--- config.mk ---
export PLATFORM = sky130hd
export DESIGN_NAME = vng_emit
export DESIGN_NICKNAME = d
export VERILOG_FILES = /design/src/rtl/vng_pkg.sv /design/src/rtl/vng_emit.sv
export SDC_FILE = /design/constraint.sdc
export NUM_CORES = 1
export LEC_CHECK = 0
export BUFFER_PORTS_ARGS = -buffer_cell sky130_fd_sc_hd__buf_2
export CORE_AREA = 10 10 111 187
export CTS_CLUSTER_DIAMETER = 30
export DETAILED_ROUTE_END_ITERATION = 8
export DIE_AREA = 0 0 121 197
export PLACE_DENSITY_LB_ADDON = 0.2
export SYNTH_ARGS = -nofsm -noshare
export SYNTH_HDL_FRONTEND = slang
export SYNTH_SLANG_ARGS = --single-unit
--- constraint.sdc ---
create_clock -name aclk -period 5.6 [get_ports aclk]
set_clock_uncertainty 0.2 [all_clocks]
set_input_delay 1.4 -clock aclk [delete_from_list [all_inputs] [get_ports aclk]]
set_output_delay 1.4 -clock aclk [all_outputs]
set_load 0.05 [all_outputs]
--- src/rtl/vng_pkg.sv ---
`timescale 1ns / 1ps

package vng_pkg;

    // Field widths
    localparam int IDX_W      = 30;
    localparam int CFG_SIZE_W = 11;
    localparam int CFG_WRAP_W = 3;
    localparam int OUT_W      = 2;
    localparam int NUM_DIRS   = 6;
    localparam int DIR_W      = 3;

    // Result outcome codes
    localparam logic [OUT_W-1:0] OUT_NEIGHBOR = 2'd0;
    localparam logic [OUT_W-1:0] OUT_NONE     = 2'd1;
    localparam logic [OUT_W-1:0] OUT_RANGE    = 2'd2;

    // Register indexes (byte address / 4)
    localparam logic [1:0] REG_SIZE_X = 2'd0;
    localparam logic [1:0] REG_SIZE_Y = 2'd1;
    localparam logic [1:0] REG_SIZE_Z = 2'd2;
    localparam logic [1:0] REG_WRAP   = 2'd3;

    // Axis codes
    localparam logic [1:0] AXIS_X = 2'd0;
    localparam logic [1:0] AXIS_Y = 2'd1;
    localparam logic [1:0] AXIS_Z = 2'd2;

    // Per-item control handed from the divider chain to the emitter.
    // mask bit order: -x, +x, -y, +y, -z, +z
    typedef struct packed {
        logic                err;
        logic [NUM_DIRS-1:0] mask;
        logic [2:0]          lo;
        logic [2:0]          hi;
    } vng_ctl_t;

endpackage

--- src/rtl/vng_emit.sv ---
`timescale 1ns / 1ps

// Holds one decoded voxel and sends its results one per cycle, while the
// output is not stalled, through an output register.
module vng_emit
    import vng_pkg::*;
#(
    parameter int AW = 33
) (
    input  logic             aclk,
    input  logic             aresetn,
    input  logic             ld_valid,
    output logic             ld_ready,
    input  logic [IDX_W-1:0] ld_idx,
    input  vng_ctl_t         ld_ctl,
    input  logic [AW-1:0]    k_sx,
    input  logic [AW-1:0]    k_sxy,
    input  logic [AW-1:0]    k_xwrap,
    input  logic [AW-1:0]    k_ywrap,
    input  logic [AW-1:0]    k_zwrap,
    output logic             m_tvalid,
    input  logic             m_tready,
    output logic [OUT_W-1:0] m_outcome,
    output logic [IDX_W-1:0] m_nidx,
    output logic             m_final
);

    logic                busy_reg;
    logic [NUM_DIRS-1:0] mask_reg;
    logic [IDX_W-1:0]    idx_reg;
    logic [2:0]          lo_reg;
    logic [2:0]          hi_reg;
    logic [OUT_W-1:0]    kind_reg;

    logic                tvalid_reg;
    logic [OUT_W-1:0]    outcome_reg;
    logic [IDX_W-1:0]    nidx_reg;
    logic                final_reg;

    logic [NUM_DIRS-1:0] pick;
    logic [DIR_W-1:0]    dir;
    logic [1:0]          axis;
    logic                plus;
    logic                at_edge;
    logic                do_add;
    logic [AW-1:0]       step;
    logic [AW-1:0]       wrap;
    logic [AW-1:0]       opnd;
    logic [AW-1:0]       sum;
    logic                last_nb;
    logic                emit_last;
    logic                out_load;

    // lowest pending direction
    always_comb begin
        pick = '0;
        dir  = '0;
        for (int i = NUM_DIRS - 1; i >= 0; i--) begin
            if (mask_reg[i]) begin
                pick = NUM_DIRS'(1) << i;
                dir  = DIR_W'(i);
            end
        end
    end

    // neighbor index as center plus or minus a per-axis stride, or a wrap offset at the edge
    always_comb begin
        axis = dir[2:1];
        plus = dir[0];
        unique case (axis)
            AXIS_X: begin
                step    = AW'(1);
                wrap    = k_xwrap;
                at_edge = plus ? hi_reg[0] : lo_reg[0];
            end
            AXIS_Y: begin
                step    = k_sx;
                wrap    = k_ywrap;
                at_edge = plus ? hi_reg[1] : lo_reg[1];
            end
            AXIS_Z: begin
                step    = k_sxy;
                wrap    = k_zwrap;
                at_edge = plus ? hi_reg[2] : lo_reg[2];
            end
            default: begin
                step    = '0;
                wrap    = '0;
                at_edge = 1'b0;
            end
        endcase
        opnd   = at_edge ? wrap : step;
        do_add = plus ? !at_edge : at_edge;
        sum    = do_add ? (AW'(idx_reg) + opnd) : (AW'(idx_reg) - opnd);
    end

    assign last_nb   = ((mask_reg & ~pick) == '0);
    assign emit_last = (kind_reg != OUT_NEIGHBOR) || last_nb;
    assign out_load  = busy_reg && (!tvalid_reg || m_tready);
    assign ld_ready  = !busy_reg || (out_load && emit_last);

    // item state
    always_ff @(posedge aclk) begin
        if (!aresetn) begin
            busy_reg <= 1'b0;
        end else if (ld_valid && ld_ready) begin
            busy_reg <= 1'b1;
        end else if (out_load && emit_last) begin
            busy_reg <= 1'b0;
        end
    end

    always_ff @(posedge aclk) begin
        if (ld_valid && ld_ready) begin
            idx_reg  <= ld_idx;
            lo_reg   <= ld_ctl.lo;
            hi_reg   <= ld_ctl.hi;
            mask_reg <= ld_ctl.err ? '0 : ld_ctl.mask;
            if (ld_ctl.err) begin
                kind_reg <= OUT_RANGE;
            end else if (ld_ctl.mask == '0) begin
                kind_reg <= OUT_NONE;
            end else begin
                kind_reg <= OUT_NEIGHBOR;
            end
        end else if (out_load) begin
            mask_reg <= mask_reg & ~pick;
        end
    end

    // output register
    always_ff @(posedge aclk) begin
        if (!aresetn) begin
            tvalid_reg <= 1'b0;
        end else if (out_load) begin
            tvalid_reg <= 1'b1;
        end else if (m_tready) begin
            tvalid_reg <= 1'b0;
        end
    end

    always_ff @(posedge aclk) begin
        if (out_load) begin
            outcome_reg <= kind_reg;
            nidx_reg    <= (kind_reg == OUT_NEIGHBOR) ? sum[IDX_W-1:0] : '0;
            final_reg   <= emit_last;
        end
    end

    assign m_tvalid  = tvalid_reg;
    assign m_outcome = outcome_reg;
    assign m_nidx    = nidx_reg;
    assign m_final   = final_reg;

endmodule

==> impl_metrics.json, run 1 <==
{
  "min_delay_path_depth": 2,
  "avgSynthCellArea_sq_um": 9.319,
  "p_seq_frac": 0.191,
  "numCtsBuffers": 9,
  "period_needed_ns": 5.337,
  "power_density_nw_per_um2": 435.8,
  "relSlewSlack": 0.5808,
  "rows": 64,
  "core-area_sq_um": 17540,
  "final_common_cell": "buf_2",
  "p_leak_nw": 4.041,
  "port_buffers": 231,
  "cts_hold_buf": 0,
  "critPathBufInv": 1,
  "fillCellCount": 1696,
  "drt-initial-drc-count": 464,
  "syn_nets": 986,
  "maxCapViolations": 0,
  "p_int_mw": 2.264,
  "synth_edf_count": 77,
  "die_x_microns": 121,
  "synth-seq-area-share": 0.3406,
  "synth_adder_area_share": 0.06088,
  "die_y_microns": 197,
  "final_area_sq_um": 9310,
  "antenna_left": 0,
  "synth_compound_area_frac": 0.2714,
  "drc": 0,
  "cts_max_level": 3,
  "p_comb_frac": 0.677,
  "critPathLaunchType": "input port",
  "cts_sinks": 79,
  "slowest_delay_ns": 0.36,
  "cp.depth": 19,
  "clk_path_buf_depth": 2,
  "async_reset_ff_frac": 0,
  "synth_area_sq_um": 6905,
  "dp_hpwl_microns": 20590,
  "status": "finished, final reports clean",
  "dieArea_sq_um": 23840,
  "drive_gt1_frac": 0.3779,
  "drv_slew": 0,
  "met2_usage": 0.3778,
  "use_met1": 0.2028,
  "grt_use_total": 0.1993,
  "worst_pin_slew_ns": 0.6222,
  "critPathArrivalTime_ns": 5.21,
  "start_util": 0.3938,
  "ys_types": 82,
  "hold_viol_final": 0,
  "clockRootBuffer": "clkbuf_16",
  "switching_share": 0.4419,
  "rsz0062_at_grt": "false",
  "overflow": 0,
  "fmax_ghz": 0.1874,
  "insertion_delay_ns": 0.34,
  "setup-violations-final": 0,
  "yosys.area_share.simple": 0.1933,
  "viasPerCell": 5.558,
  "grt.met3_usage": 0.05323,
  "vias": 7109,
  "clockPowerShare": 0.132,
  "final_util": 0.5309,
  "diodes": 0,
  "final.setup.worst_slack_ns": 0.2626,
  "antenna_found_initial": 0,
  "dr.pass1.iters": 5,
  "critical_path_class": "input port to register",
  "critPathCaptureType": "register",
  "area_delta_synth_final_pct": 34.83,
  "gp_routability_congestion": 0.9125,
  "post-place-ws_ns": -0.2431,
  "synthMuxAreaShare": 0.03986,
  "first_global_vias": 7475,
  "peakVddDrop_v": 0.0001585,
  "detailed_place.area_sq_um": 8860,
  "cp_data_required_time_ns": 5.47,
  "synth_xor_area_frac": 0.05200,
  "dp_cells": 1258,
  "wl_per_cell_microns": 19.15,
  "stdcell_count": 1279,
  "switchingPower_mw": 1.793,
  "fin_crit_sh": 0.9531,
  "cp_cell_sequence": "buf_2 > and3_1 > a221o_1 > and4bb_2 > nand4_1 > a211oi_4 > nand2_1 > a31oi_1 > o21ai_1 > ha_1 > a21o_1 > a21o_1 > a2111oi_2 > o31ai_1 > a211o_1 > nand2_2 > nand2_1 > a211oi_1 > nor3_1",
  "nets": 1288,
  "cts_tree": "done",
  "top_usage_layer": "met2",
  "ys_ff_latch": 79,
  "worstPathMaxFanout": 3,
  "netlist_instances": 741,
  "synth_ff_type": "edfxtp_1",
  "postRouteWirelength_microns": 24490,
  "grt_pass1_wl_microns": 37880,
  "ios": 247,
  "crit_path_top_delay_cell": "a2111oi_2",
  "clkSlewWorstSetupHoldPaths_ns": 0.06,
  "yosys_warnings": 0,
  "hold_path.class": "register to register",
  "grt_max_degree": 42,
  "critical-path-top-delay-family": "compound AO/OA/AOI/OAI gates",
  "r2r_cells": 21,
  "final_cell_mix": "buf_2 (231), buf_4 (92), edfxtp_1 (77)",
  "synth_top_family_by_area": "compound AO/OA/AOI/OAI gates",
  "tns_ns": 0
}
metrics by stage:
stage	hold WS (ns)	total power [mW]
floorplan	0.2422	2.592
global placement	0.2514	3.387
detailed placement	0.2669	3.403
CTS	0.2755	3.955
global route	0.2901	4.387
finish	0.2775	4.057
worst min-delay path, stage by stage, from the launching register on:
cell and delay [ns]:
dfxtp_1 0.32, inv_1 0.05, a21boi_0 0.07
path summary, 6_finish.rpt:
path | from | endpoint | slack, ns
worst max-delay path | k_zwrap[1] | m_nidx[26] | 0.26
worst min-delay path | busy_reg | m_tvalid | 0.28
worst max register to register | mask_reg[4] | m_nidx[22] | 0.28
worst min register to register | busy_reg | m_tvalid | 0.28
logic make-up (layout without fill, tap and decap cells):
family / after synthesis / count (layout)
simple gates: 261 / 261
compound gates: 252 / 252
flops: 79 / 79
buf+inv: 52 / 359
xor+xnor: 41 / 41
fa+ha+maj: 33 / 33
mux: 23 / 23
cells in the mapped netlist, types with 6 or more instances:
library cell,number,share of area
nor4_1,7,0.0063
a221o_1,30,0.043
buf_2,15,0.011
clkbuf_1,10,0.0054
nand3_1,17,0.012
o211ai_1,8,0.0087
inv_1,13,0.0071
a21o_1,17,0.018
o21ai_0,55,0.040
o22ai_1,7,0.0063
nand2b_1,12,0.011
o21bai_1,7,0.0076
nor3_1,26,0.019
ha_1,32,0.058
edfxtp_1,77,0.33
a22oi_1,9,0.0098
a222oi_1,10,0.014
and2_1,7,0.0063
a211oi_1,8,0.0087
xor2_1,14,0.018
or2_2,6,0.0054
nor2_1,75,0.041
mux2i_1,16,0.023
nand2_1,52,0.028
a22o_1,7,0.0089
xnor2_1,27,0.034
a31oi_1,9,0.0082
a21oi_1,39,0.028
and3_1,21,0.019
buf_6,7,0.011
timing repair:
action,in CTS,in global routing
setup endpoints to repair,4,11
pin swaps,0,13
cloned,0,0
setup buffers,0,5
hold endpoints to repair,0,0
resized for setup,3,31
layout make-up:
class	count	area [sq um]	share of cell area
Multi-Input combinational cell	610	4405	0.4732
Sequential cell	79	2352	0.2527
Timing Repair Buffer	329	1944	0.2088
Tap cell	231	289.0	0.03104
Clock buffer	10	229.0	0.02459
Inverter	14	52.55	0.005644
Clock inverter	6	37.54	0.004032
routing by layer:
layer	vias up	wire length, microns
li1	3513	-
met1	3299	9014
met2	258	13280
met3	39	1651
met4	0	544
met5	-	0
power groups by stage:
stage                     Combinational, mW  Clock [mW]  Sequential, mW
after floorplan                        1.67           0           0.922
after global placement                 2.60           0           0.785
after detailed placement               2.62           0           0.786
after CTS                              2.63       0.552           0.774
after global routing                   3.03       0.576           0.780
final                                  2.75       0.537           0.774
Note: power is estimated with default switching activity, not from simulation.
==> run 2: changes to the inputs <==
--- a/config.mk
+++ b/config.mk
@@ -5,11 +5,12 @@
 export SDC_FILE = /design/constraint.sdc
 export NUM_CORES = 1
 export LEC_CHECK = 0
+export ABC_AREA = 1
 export BUFFER_PORTS_ARGS = -buffer_cell sky130_fd_sc_hd__buf_2
-export CORE_AREA = 10 10 111 187
+export CORE_AREA = 10 10 107 181
 export CTS_CLUSTER_DIAMETER = 30
 export DETAILED_ROUTE_END_ITERATION = 8
-export DIE_AREA = 0 0 121 197
+export DIE_AREA = 0 0 117 191
 export PLACE_DENSITY_LB_ADDON = 0.2
 export SYNTH_ARGS = -nofsm -noshare
 export SYNTH_HDL_FRONTEND = slang
==> run 2 against run 1 <==
Against the previous run: setup slack gained 0.20 ns; non-clock buffer count down 83; clock power is 20% higher.
==> impl_metrics.json, run 2 <==
{
  "synth_edf_count": 77,
  "rows": 62,
  "final.setup.worst_slack_ns": 0.4591,
  "stdcell_count": 1283,
  "die_x_microns": 117,
  "synth_area_leaders": "edfxtp_1 (36%), nand2_1 (15%), ha_1 (6.2%), a21oi_1 (6.2%), inv_1 (4.3%)",
  "critPathLaunchType": "register",
  "setup-violations-final": 0,
  "postRouteWirelength_microns": 21440,
  "peakVddDrop_v": 0.0001808,
  "die_y_microns": 191,
  "yosys_warnings": 0,
  "nets": 1331,
  "port_buffers": 231,
  "cp_data_required_time_ns": 5.48,
  "cts_tree": "done",
  "detailed_place.area_sq_um": 7809,
  "core-area_sq_um": 16290,
  "fin_crit_sh": 0.9180,
  "yosysMostFrequentCell": "nand2_1",
  "final_cell_mix": "nand2_1 (253), buf_2 (231), a21oi_1 (79)",
  "wl_per_cell_microns": 16.71,
  "critPathArrivalTime_ns": 5.02,
  "period_needed_ns": 5.141,
  "dp_cells": 1267,
  "cts_max_level": 3,
  "dieArea_sq_um": 22350,
  "p_leak_nw": 3.948,
  "start_util": 0.3934,
  "hold_viol_final": 0,
  "drc": 0,
  "worstPathMaxFanout": 21,
  "hold_path.class": "register to register",
  "grt_pass1_wl_microns": 33140,
  "rsz0062_at_grt": "false",
  "syn_nets": 1101,
  "overflow": 0,
  "ff2ff_setup_slack_ns": 0.46,
  "final_common_cell": "nand2_1",
  "total_power_mw": 4.043,
  "area_delta_synth_final_pct": 26.98,
  "synth_ff_type": "edfxtp_1",
  "synth_area_sq_um": 6409,
  "critPathCaptureType": "register",
  "drv_slew": 0,
  "final_area_sq_um": 8138,
  "netlist_instances": 856,
  "slowest_delay_ns": 0.75,
  "avgSynthCellArea_sq_um": 7.487,
  "numCtsBuffers": 9,
  "dr.pass1.iters": 6,
  "clkSlewWorstSetupHoldPaths_ns": 0.07,
  "power_density_nw_per_um2": 496.8,
  "ys_ff_latch": 79,
  "grt_use_total": 0.1892,
  "drt-initial-drc-count": 321,
  "antenna_left": 0,
  "critical_path_class": "register to register",
  "first_global_vias": 6648,
  "worst_pin_slew_ns": 0.8662,
  "yosysTopAreaCellShare": 0.3608,
  "insertion_delay_ns": 0.33,
  "cts_sinks": 79,
  "diodes": 0,
  "clk_path_buf_depth": 2,
  "fillCellCount": 1670,
  "ios": 247,
  "drive_gt1_frac": 0.2750,
  "antenna_found_initial": 0,
  "dp_hpwl_microns": 18030,
  "status": "finished, final reports clean",
  "synth_common_cells": "nand2_1 (253), a21oi_1 (79), edfxtp_1 (77)",
  "path_common_cell": "nand2_1",
  "tns_ns": 0,
  "relSlewSlack": 0.4164,
  "viasPerCell": 5.165,
  "postCtsSetupBuffers": 0,
  "vias": 6627,
  "synth_area_leader_cell": "edfxtp_1",
  "post-place-ws_ns": 0.2280,
  "maxCapViolations": 0,
  "ys_types": 42,
  "fmax_ghz": 0.1945,
  "grt_max_degree": 61,
  "clockRootBuffer": "clkbuf_16",
  "crit_path_top_delay_cell": "o311ai_0",
  "async_reset_ff_frac": 0,
  "synth-seq-area-share": 0.3670,
  "gp_routability_congestion": 0.9154
}
## run 2: cell count changes after synthesis, sizes merged, moves of 16 or more
| cell | before | now |
|---|---|---|
| xnor2 | 27 | 11 |
| a221o | 30 | 0 |
| nor3 | 29 | 7 |
| mux2i | 20 | 0 |
| a21oi | 39 | 79 |
| nand3 | 17 | 56 |
| and3 | 21 | 0 |
| nand2 | 53 | 262 |
| inv | 14 | 80 |
## run 2: where the power goes
group	switching (mW)	total, mW	internal [mW]
clock	0.248	0.645	0.397
combinational	1.73	2.62	0.893
sequential	0.0217	0.774	0.752
total	2.00	4.04	2.04
## run 2: worst max-delay path: cells and delay by family, from the launching register on
family                   cells  cell delay [ns]
XOR/XNOR                     1             0.13
buffers and inverters        4             0.56
AND/OR/NAND/NOR             16             1.95
adder cells (fa/ha/maj)      1             0.40
AO/OA/AOI/OAI                4             1.17
flip-flops                   1             0.46
## run 2: stage by stage
step                  util  hold slack (ns)
floorplan                -           0.2272
global placement    0.4793           0.2302
detailed placement  0.4793           0.2413
CTS                 0.4995           0.2564
global route        0.4995           0.2871
finish              0.4995           0.2565
## run 2: per-layer routing
layer  vias up  track usage  share of wire
met2       205       0.3489           0.54
li1       3396            -              -
met3        36      0.04959          0.065
met5         -            0              0
met1      2990       0.1926           0.36
met4         0      0.08023          0.034
## run 2: final timing paths
kind / to / from / depth (start not counted)
hold / removal: m_outcome[0] / kind_reg[0] / 0
setup / recovery: m_nidx[25] / mask_reg[0] / 26
hold reg to reg: m_outcome[0] / kind_reg[0] / 0
setup reg to reg: m_nidx[25] / mask_reg[0] / 26
## run 2: final cells by class
cell class / instances / area, sq um / area share
Clock buffer: 9 / 225.2 / 0.02768
Clock inverter: 7 / 103.9 / 0.01276
Inverter: 81 / 309.0 / 0.03798
Multi-Input combinational cell: 669 / 3613 / 0.4440
Sequential cell: 79 / 2352 / 0.2891
Tap cell: 192 / 240.2 / 0.02952
Timing Repair Buffer: 246 / 1294 / 0.1590
## run 2: logic make-up (layout without fill, tap and decap cells)
group | after synthesis | after routing | share of synthesized area
and+or+nand+nor | 409 | 409 | 0.2692
xor gates and xnor gates | 26 | 26 | 0.03846
adders and majority gates | 33 | 33 | 0.06560
DFF | 79 | 79 | 0.3670
buffers and inverters | 108 | 343 | 0.07028
AOI/OAI and AO/OA | 201 | 201 | 0.1894
## run 2: repair_timing
action                                  CTS  global route
endpoints found under the setup margin    0             1
hold buffers                              0             0
gates resized for setup                   0             1
