===== config.mk =====
export PLATFORM = sky130hd
export DESIGN_NAME = vng_div_cell
export DESIGN_NICKNAME = d
export VERILOG_FILES = /design/src/rtl/vng_pkg.sv /design/src/rtl/vng_div_cell.sv
export SDC_FILE = /design/constraint.sdc
export NUM_CORES = 1
export LEC_CHECK = 0
export BUFFER_PORTS_ARGS = -buffer_cell sky130_fd_sc_hd__buf_2
export CORE_MARGIN = 2
export CORE_UTILIZATION = 30
export DETAILED_ROUTE_END_ITERATION = 16
export GPL_ROUTABILITY_DRIVEN = 0
export SLEW_MARGIN = 10
export SYNTH_ARGS = -nofsm -noshare
export SYNTH_HDL_FRONTEND = slang
export SYNTH_SLANG_ARGS = --single-unit

===== constraint.sdc =====
create_clock -name aclk -period 2.2 [get_ports aclk]
set_input_delay 0.22 -clock aclk [delete_from_list [all_inputs] [get_ports aclk]]
set_output_delay 0.22 -clock aclk [all_outputs]
set_load 0.02 [all_outputs]

===== src/rtl/vng_pkg.sv =====
`timescale 1ns / 1ps

package vng_pkg;

    // Field widths
    localparam int IDX_W      = 30;
    localparam int CFG_SIZE_W = 11;
    localparam int CFG_WRAP_W = 3;
    localparam int OUT_W      = 2;
    localparam int NUM_DIRS   = 6;
    localparam int DIR_W      = 3;

    // Result outcome codes
    localparam logic [OUT_W-1:0] OUT_NEIGHBOR = 2'd0;
    localparam logic [OUT_W-1:0] OUT_NONE     = 2'd1;
    localparam logic [OUT_W-1:0] OUT_RANGE    = 2'd2;

    // Register indexes (byte address / 4)
    localparam logic [1:0] REG_SIZE_X = 2'd0;
    localparam logic [1:0] REG_SIZE_Y = 2'd1;
    localparam logic [1:0] REG_SIZE_Z = 2'd2;
    localparam logic [1:0] REG_WRAP   = 2'd3;

    // Axis codes
    localparam logic [1:0] AXIS_X = 2'd0;
    localparam logic [1:0] AXIS_Y = 2'd1;
    localparam logic [1:0] AXIS_Z = 2'd2;

    // Per-item control handed from the divider chain to the emitter.
    // mask bit order: -x, +x, -y, +y, -z, +z
    typedef struct packed {
        logic                err;
        logic [NUM_DIRS-1:0] mask;
        logic [2:0]          lo;
        logic [2:0]          hi;
    } vng_ctl_t;

endpackage


===== src/rtl/vng_div_cell.sv =====
`timescale 1ns / 1ps

// One restoring-division step: shift one dividend bit into the partial
// remainder, subtract the divisor if it fits, shift the quotient bit in.
module vng_div_cell
    import vng_pkg::*;
#(
    parameter int NB = 30,
    parameter int DW = 11,
    parameter int PW = 30
) (
    input  logic          aclk,
    input  logic          aresetn,
    input  logic          adv,
    input  logic          in_valid,
    input  logic [DW-1:0] in_r,
    input  logic [NB-1:0] in_dq,
    input  logic [PW-1:0] in_pl,
    input  logic [DW-1:0] divisor,
    output logic          out_valid,
    output logic [DW-1:0] out_r,
    output logic [NB-1:0] out_dq,
    output logic [PW-1:0] out_pl
);

    logic          valid_reg;
    logic [DW-1:0] r_reg, r_next;
    logic [NB-1:0] dq_reg, dq_next;
    logic [PW-1:0] pl_reg;
    logic [DW:0]   trial;
    logic [DW:0]   diff;
    logic          fits;

    // one step
    always_comb begin
        trial   = {in_r, in_dq[NB-1]};
        diff    = trial - {1'b0, divisor};
        fits    = (trial >= {1'b0, divisor});
        r_next  = fits ? diff[DW-1:0] : trial[DW-1:0];
        dq_next = {in_dq[NB-2:0], fits};
    end

    always_ff @(posedge aclk) begin
        if (!aresetn) begin
            valid_reg <= 1'b0;
        end else if (adv) begin
            valid_reg <= in_valid;
        end
    end

    always_ff @(posedge aclk) begin
        if (adv) begin
            r_reg  <= r_next;
            dq_reg <= dq_next;
            pl_reg <= in_pl;
        end
    end

    assign out_valid = valid_reg;
    assign out_r     = r_reg;
    assign out_dq    = dq_reg;
    assign out_pl    = pl_reg;

endmodule


==> results.md, run 1 <==
- Relative slew slack: between 70% and 80%
- Critical path type: input pin to flip-flop
- Max cap viols: 0
- Initial antenna violation count: 2
- Post-Synthesis Cells: 184
- Yosys reg bits: 72
- Clk buf depth: 2
- Area grow syn2layout: 40.5%
- Placed inst area: a little under 4000 um2
- Warnings, synthesis: 0
- Power Density: between 800 and 900 nW/um2
- Clock skew after layout: 0 ps
- RSZ-0062 raised after global routing: false
- Req. time, crit path: between 2000 and 2500 ps
- DR WL/cell: between 10 and 15 um
- # rows: 36
- Fill cells: between 900 and 1,000
- Most numerous cell in the Yosys netlist: edfxtp_1
- Inst Count DP: between 400 and 500
- Fin worst setup slack: about 230 ps
- Post-synthesis cell type count: 37
- GR Util met3: ~6.0%
- Largest net degree at the start of global routing: 48
- 1st-iter DRT viols: 45
- Minimum clock period after layout: 1970 ps
- Fin cells: just under 500
- M2 GR Usage: 23.8%
- Post-synthesis cell area: a little under 3000 um2
- # hold bufs at CTS: 0
- Die ar.: about 11,000 um2
- Synth cell count leaders: edfxtp_1 (71), nand2_1 (19), inv_1 (16), ha_1 (11), o21ai_2 (8)
- Crit Path Max Fanout: 2
- Post-CTS Setup Bufs: 0
- CP endpoint kind: flip-flop
- Die X: roughly 100 um
- FMAX: 508 MHz
- EDFF count, synth: 71
- Post-synth top area cell: edfxtp_1
- DP Worst Slack: -137 ps
- FF-to-FF path depth: 2
- Synth top area share: 72.9%
- Clock sink total: approximately 70
- Critical path arrival: 2050 ps
- Clk_lat worst skew: 330 ps
- Critical path's top delay family: adder cells
- Critical Path Stages: 11
- Worst Tran Pin Value: between 400 and 500 ps
- Die height: between 100 and 150 um
- Layout cells sized above 1: 52.1%
- Final setup fails: 0
- H-Tree Level Count: 3
- Worst reg2reg setup slack: roughly 1600 ps
- Ys flop type: edfxtp_1
- Total power: around 3.3 mW
- Worst Hold Depth: 1
- Leak: 1.83 nW
- Detailed Routing Iterations Pass 1: 4
- Worst-path clk slew: about 70 ps
- Routed Antenna Nets: 0
- HP Class: input pin to flip-flop
- Worst IR Drop VDD: between 200 and 300 uV
- Syn nets: 282
- Seq/Total Area, Yosys: approximately three quarters
- CTS root buffer: clkbuf_8
- WP buf/inv: 3
- CP startpoint kind: input pin
- Slowest CP cell: fa_1
- Final hold vios: 0
- Via-per-instance ratio: between 4 and 5
- Core area: 9590 um2
- # port buffers: around 160
- Syn Area/Cell: between 15 and 20 um2
- Post-DP HPWL: ~5800 um
- Via count: between 2,000 and 2,500
- Inserted Diodes: 0
- Finished layout cell area: about 4100 um2
- Slew Viols, Final: 0
- CP max stage delay: 380 ps
- First-pass GRT wire length: between 10,000 and 15,000 um
- Met1 Use GR: 12.6%
- Num CTS Buffers: 9
- Nets: about 460
- Largest cells by area after synthesis: edfxtp_1 (73%), ha_1 (4.7%), nand2_1 (2.4%)
- TritonCTS clock tree: built
- Remaining DRCs: 0
- Busiest layer in global routing: met2
- Total GRT Usage: between 10% and 20%
- Number of global-route vias before repair: 2,055
- Grt total ovfl: 0
- Tightest hold margin: 53.6 ps
- I/O Pins: ~160
- Period utilization: 89.4%
- Ys async rst share: 0%
- CP cell instances: buf_2, inv_1, ha_1, fa_1, and2b_1, o21ai_2, a311oi_2, buf_4, nor2b_1, o211ai_1, nand4_1
- Initial Util: roughly 30%
- Status: finished clean
- Post-CTS Resized: 0
- Routed WL: roughly 7300 um
[sequential cells by signal (all words and copies together) (netlist names)]
signal	flops
out_r	11
out_valid	1
out_pl	30
out_dq	30
[report_power, final]
part           internal (mW)  switching, mW  total [mW]
clock network          0.513          0.457       0.970
logic                  0.249          0.398       0.646
registers               1.65         0.0289        1.68
total                   2.41          0.884        3.30
[cells by family after synthesis]
logic type / Yosys count / share of synthesized area [%]
fa+ha+maj: 12 / 5.39
mux: 1 / 0.342
buf+inv: 18 / 2.83
compound gates: 35 / 9.37
simple gates: 40 / 6.64
xor+xnor: 6 / 1.80
flops: 72 / 73.6
[per-layer routing]
metal / up-vias / wire [um]
li1: 1036 / -
met1: 984 / 2490
met2: 94 / 3740
met3: 15 / 898
met4: 4 / 126
met5: - / 27
[area by class of cell]
class | count | area [um2] | area share [%]
Clock inverter | 4 | 46.3 | 1.13
Timing Repair Buffer | 164 | 863 | 21.0
Sequential cell | 72 | 2150 | 52.4
Tap cell | 133 | 166 | 4.05
Inverter | 16 | 60.1 | 1.46
Clock buffer | 11 | 131 | 3.20
Multi-Input combinational cell | 94 | 688 | 16.8
[through the flow]
stage / utilization [%] / TNS (ps)
after floorplan: - / 0
after global placement: 41.0 / -612
after detailed placement: 41.0 / -945
after CTS: 42.8 / 0
after global routing: 42.8 / 0
final: 42.8 / 0
[cell usage in the layout, fill, tap and decap left out, types with 3 or more instances in the layout]
| master | synthesis | routed |
|---|---|---|
| nor2b_1 | 3 | 3 |
| a21oi_1 | 6 | 6 |
| nand4_1 | 3 | 3 |
| buf_4 | 0 | 5 |
| buf_2 | 0 | 157 |
| xor2_1 | 4 | 4 |
| nor2_1 | 5 | 5 |
| nand2_1 | 19 | 19 |
| nand2b_1 | 3 | 3 |
| o21ai_2 | 8 | 8 |
| ha_1 | 11 | 11 |
| clkbuf_8 | 0 | 9 |
| edfxtp_1 | 71 | 71 |
| inv_1 | 16 | 16 |
| o21ai_0 | 3 | 3 |
[path summary, 6_finish.rpt]
kind,start,end
hold / removal,in_pl[28],out_pl[28]$_DFFE_PP_
setup reg to reg,out_valid$_SDFFE_PN0P_,out_valid$_SDFFE_PN0P_
setup / recovery,in_dq[29],out_r[10]$_DFFE_PP_
hold reg to reg,out_valid$_SDFFE_PN0P_,out_valid$_SDFFE_PN0P_
Note: power is estimated with default switching activity, not from simulation.
==> run 2, diff against run 1 <==
--- a/config.mk
+++ b/config.mk
@@ -9,7 +9,7 @@
 export CORE_MARGIN = 2
 export CORE_UTILIZATION = 30
 export DETAILED_ROUTE_END_ITERATION = 16
-export GPL_ROUTABILITY_DRIVEN = 0
+export MAX_ROUTING_LAYER = met4
 export SLEW_MARGIN = 10
 export SYNTH_ARGS = -nofsm -noshare
 export SYNTH_HDL_FRONTEND = slang
==> run 2 against run 1 <==
Wire length fell by 0.22%; count of clock-buffer cells in the layout did not move; first-iteration DRC count did not move; clock power fell by 0.4%; sequential cell count did not move; combinational power barely moved; worst hold slack improved by 2.5 ps.
==> results.md, run 2 (same netlist as run 1, synthesis figures left out) <==
- Final hold vios: 0
- Setup crit end: out_r[10]$_DFFE_PP_
- Crit Path Max Fanout: 2
- Period utilization: 89.5%
- Via count: 2,132
- CP startpoint kind: input pin
- Req. time, crit path: between 2000 and 2500 ps
- Area grow syn2layout: 40.7%
- Clk_lat worst skew: ~330 ps
- Remaining DRCs: 0
- Worst IR Drop VDD: approximately 270 uV
- Layout cells sized above 1: 52.1%
- H-Tree Level Count: 3
- Post-DP HPWL: about 5800 um
- CTS root buffer: clkbuf_8
- Critical path arrival: just over 2000 ps
- Die ar.: about 11,000 um2
- Routed Antenna Nets: 0
- Minimum clock period after layout: 1970 ps
- Number of global-route vias before repair: roughly 2,000
- Critical Path Stages: 11
- # rows: 36
- Clock skew after layout: 0 ps
- Initial antenna violation count: 2
- Post-CTS Setup Bufs: 0
- Worst Tran Pin Value: 433 ps
- RePlAce Congestion: approximately 0.80
- Finished layout cell area: between 4000 and 5000 um2
- Clk buf depth: 2
- RSZ-0062 raised after global routing: false
- # port buffers: between 150 and 200
- Seq pwr share: between 50% and 60%
- # hold bufs at CTS: 0
- Nets: around 460
- 1st-iter DRT viols: 45
- Via-per-instance ratio: around 4.3
- CP endpoint kind: flip-flop
- DP Worst Slack: -137 ps
- I/O Pins: 158
- Clock share of power: 29.3%
- First-pass GRT wire length: 10,100 um
- Clock sink total: ~70
- TritonCTS clock tree: built
- Detailed Routing Iterations Pass 1: 4
- Slew Viols, Final: 0
- Max cap viols: 0
- Relative slew slack: a little over two thirds
- Fin worst setup slack: around 230 ps
- Total GRT Usage: 13.5%
- FF-to-FF path depth: 2
- WP buf/inv: 3
- Routed WL: just over 7000 um
- Crit path from: in_dq[29]
- Die X: roughly 100 um
- Critical path type: input pin to flip-flop
- Final setup fails: 0
- Critical path's top delay family: adder cells
- Die height: 103 um
- Slowest CP cell: fa_1
- Power Density: between 800 and 900 nW/um2
- Net Switching: ~0.88 mW
- Net Sw Frac: between 20% and 30%
- Core area: ~9600 um2
- Total power: approximately 3.3 mW
- Placed inst area: around 3900 um2
- HP Class: input pin to flip-flop
- R2R Path End: out_valid$_SDFFE_PN0P_
- CP max stage delay: between 300 and 400 ps
- Num CTS Buffers: 9
- Most frequent cells in the layout: buf_2 (157), edfxtp_1 (71), nand2_1 (19), inv_1 (16), ha_1 (11)
- Worst reg2reg setup slack: 1620 ps
- Status: finished clean
- Reg-to-Reg Start: out_valid$_SDFFE_PN0P_
- Internal: about 2.4 mW
- Combinational Power Share: about a fifth
- DR WL/cell: between 10 and 15 um
- Fin Setup TNS: 0 ps
- FMAX: between 500 and 600 MHz
- Largest net degree at the start of global routing: 48
- CP cell instances: buf_2, inv_1, ha_1, fa_1, and2b_1, o21ai_2, a311oi_2, buf_4, nor2b_1, o211ai_1, nand4_1
- Leak: between 1.5 and 2 nW
- Worst-path clk slew: roughly 70 ps
- Initial Util: between 30 and 40%
- Grt total ovfl: 0
- Most common cell after layout, fill and taps aside: buf_2
- Post-CTS Resized: 0
[run 2: how the worst min path moves through the flow]
stage	depth (start not counted)	start	to	slack, ps
2_1_floorplan	0	in_dq[9]	out_dq[10]$_DFFE_PP_	320
3_3_place_gp	1	in_pl[1]	out_pl[1]$_DFFE_PP_	400
3_5_place_dp	1	in_pl[8]	out_pl[8]$_DFFE_PP_	400
4_1_cts	1	in_pl[18]	out_pl[18]$_DFFE_PP_	30
5_1_grt	1	in_pl[2]	out_pl[2]$_DFFE_PP_	30
6_report	1	in_pl[28]	out_pl[28]$_DFFE_PP_	60
[run 2: power by group through the flow]
stage / clock (mW) / combinational (mW) / sequential (mW)
detailed placement: 0 / 0.656 / 1.71
global placement: 0 / 0.647 / 1.71
CTS: 1.01 / 0.657 / 1.68
floorplan: 0 / 0.207 / 1.88
global route: 1.04 / 0.708 / 1.70
finish: 0.966 / 0.646 / 1.68
[run 2: final cells by class]
| class | instances | area, um2 |
|---|---|---|
| clock buffers | 11 | 131 |
| well taps | 133 | 166 |
| fillers | 934 | 5480 |
| inverters | 16 | 60.1 |
| diodes | 2 | 5.00 |
| clock inverters | 4 | 46.3 |
| multi-input cells | 94 | 688 |
| flip-flops and latches | 72 | 2150 |
| repair buffers | 164 | 863 |
[run 2: metrics by stage]
stage / utilization [%] / instances / hold WS, ps
after floorplan: - / 184 / 319
after global routing: 42.9 / 496 / 27.8
after detailed placement: 41.0 / 479 / 399
after CTS: 42.8 / 494 / 28.8
after global placement: 41.0 / 479 / 397
final: 42.9 / 496 / 56.1
[run 2: per-layer routing]
metal / vias up / track usage (%) / routed length, um
met4: 0 / 5.74 / 65
met3: 6 / 6.37 / 866
met1: 995 / 12.6 / 2530
met5: - / - / 0
met2: 93 / 23.8 / 3800
li1: 1038 / - / -
==> run 3, diff against run 2 <==
--- a/config.mk
+++ b/config.mk
@@ -10,6 +10,7 @@
 export CORE_UTILIZATION = 30
 export DETAILED_ROUTE_END_ITERATION = 16
 export MAX_ROUTING_LAYER = met4
+export SETUP_SLACK_MARGIN = 0.5
 export SLEW_MARGIN = 10
 export SYNTH_ARGS = -nofsm -noshare
 export SYNTH_HDL_FRONTEND = slang
==> run 3 against run 2 <==
Wire length decreased by 3.9%; clock power increased by 22%; via count decreased by 1.0%; final area increased by 3.2%; worst setup slack improved by 210 ps; die area unchanged; register-to-register slack got worse by 20 ps; power increased by 7.4%.
==> results.md, run 3 (same netlist as run 1, synthesis figures left out) <==
- Status: finished clean
- H-Tree Level Count: 3
- # port buffers: between 150 and 200
- Remaining DRCs: 0
- Worst Hold Depth: 1
- R2R Path End: out_valid$_SDFFE_PN0P_
- Critical path arrival: 1840 ps
- Initial antenna violation count: 1
- Fin cells: between 400 and 500
- DR WL/cell: roughly 14 um
- Die ar.: 10,500 um2
- Total GRT Usage: 12.7%
- Routed WL: between 6000 and 7000 um
- Routed Antenna Nets: 0
- Largest net degree at the start of global routing: between 70 and 80
- Most common cell after layout, fill and taps aside: buf_2
- HP Class: input pin to flip-flop
- Slew Viols, Final: 0
- CTS root buffer: clkbuf_8
- Via count: approximately 2,100
- Area grow syn2layout: 45.2%
- Worst reg2reg setup slack: between 1500 and 2000 ps
- Final setup fails: 0
- Post-layout util: between 40% and 50%
- Post-Route M1 WL: about 2800 um
- Clock skew after layout: 0 ps
- Reg-to-Reg Start: out_valid$_SDFFE_PN0P_
- Core area: approximately 9600 um2
- RePlAce Congestion: ~0.77
- Worst min-delay path endpoint: out_dq[3]$_DFFE_PP_
- Met2 WL post-DR: 3330 um
- Detailed Routing Iterations Pass 1: 5
- Final hold vios: 0
- Inst Count DP: ~480
- Die height: a little over 100 um
- # hold bufs at CTS: 0
- Layout cells sized above 1: between 50% and 60%
- First-pass GRT wire length: 9600 um
- Clk_lat worst skew: between 300 and 400 ps
- Met3 WL: 764 um
- Clk buf depth: 2
- Slowest CP cell: fa_2
- Initial Util: a little under a third
- Fin worst setup slack: between 400 and 500 ps
- CP cell instances: buf_8, inv_8, ha_4, fa_2, and2b_1, o21ai_2, a311oi_2, buf_4, nor2b_1, o211ai_1, nand4_1
- WP buf/inv: 3
- Post-CTS Setup Bufs: 0
- Top Metal Used: met4
- Worst Tran Pin Value: 378 ps
- # rows: 36
- Clock sink total: 72
- I/O Pins: approximately 160
- Post-DP HPWL: between 5000 and 6000 um
- Total power: around 3.5 mW
- DP Worst Slack: -22.3 ps
- RSZ-0062 raised after global routing: true
- Critical path type: input pin to flip-flop
- FMAX: roughly 570 MHz
- Leak: about 1.9 nW
- CP startpoint kind: input pin
- Die X: 103 um
- Nets: around 460
- 1st-iter DRT viols: 53
- FF-to-FF path depth: 2
- Worst IR Drop VDD: approximately 250 uV
- Relative slew slack: about three quarters
- Number of global-route vias before repair: about 1,900
- Hold wc startpoint: in_dq[2]
- Most frequent cells in the layout: buf_2 (155), edfxtp_1 (71), inv_1 (15), nand2_1 (12), ha_1 (10)
- Req. time, crit path: roughly 2300 ps
- Grt total ovfl: 0
- Critical path's top delay family: compound AO/OA/AOI/OAI gates
- Num CTS Buffers: 9
- Crit Path Max Fanout: 2
- Fill cells: around 900
- CP endpoint kind: flip-flop
- Minimum clock period after layout: about 1800 ps
- Max cap viols: 0
- CP max stage delay: between 300 and 400 ps
- TritonCTS clock tree: built
- Worst-path clk slew: 70 ps
- Period utilization: between 70% and 80%
- Via-per-instance ratio: roughly 4.3
- Power Density: between 800 and 900 nW/um2
==> run 3: worst max-delay path by stage <==
stage / start / to / cells past startpoint
5_1_grt: in_dq[29] / out_r[10]$_DFFE_PP_ / 11
2_1_floorplan: in_dq[29] / out_r[4]$_DFFE_PP_ / 10
4_1_cts: in_dq[29] / out_r[10]$_DFFE_PP_ / 11
3_3_place_gp: in_dq[29] / out_r[10]$_DFFE_PP_ / 11
3_5_place_dp: in_dq[29] / out_r[10]$_DFFE_PP_ / 11
6_report: in_dq[29] / out_r[10]$_DFFE_PP_ / 11
==> run 3: what timing repair did <==
item,4_1_cts,5_1_grt
resized for setup,4,4
setup endpoints to repair,11,11
pin swaps,7,1
==> run 3: area by class of cell <==
class                           count  area, um2  share of cell area, %
Sequential cell                    72       2150                   50.7
Antenna cell                        1       2.50                 0.0590
Inverter                           16       67.6                   1.59
Multi-Input combinational cell     94        753                   17.8
Clock buffer                        9        124                   2.92
Timing Repair Buffer              164        880                   20.7
Clock inverter                      5       97.6                   2.30
Tap cell                          133        166                   3.92
==> run 3: per-stage QoR <==
step                      area, um2  TNS [ps]  hold WS [ps]
after global routing           4240         0          31.9
after detailed placement       3970     -22.3           398
after global placement         3970     -15.4           397
final                          4240         0          55.8
after floorplan                2960         0           319
after CTS                      4210         0          24.5
==> run 3: worst reg2reg max path: stages (launching register included) <==
cell and delay [ps]:
dfxtp_1 310, mux2i_1 120, nor2b_1 60
==> run 3: where the power goes <==
part	switching, mW	total, mW	internal (mW)
logic	0.410	0.674	0.263
registers	0.0270	1.68	1.65
clock network	0.451	1.18	0.733
total	0.888	3.54	2.65
==> run 3: layer usage <==
metal | vias up | GRT usage, %
li1 | 1033 | -
met1 | 972 | 14.4
met2 | 95 | 19.7
met3 | 10 | 5.08
met4 | 0 | 5.95
met5 | - | -
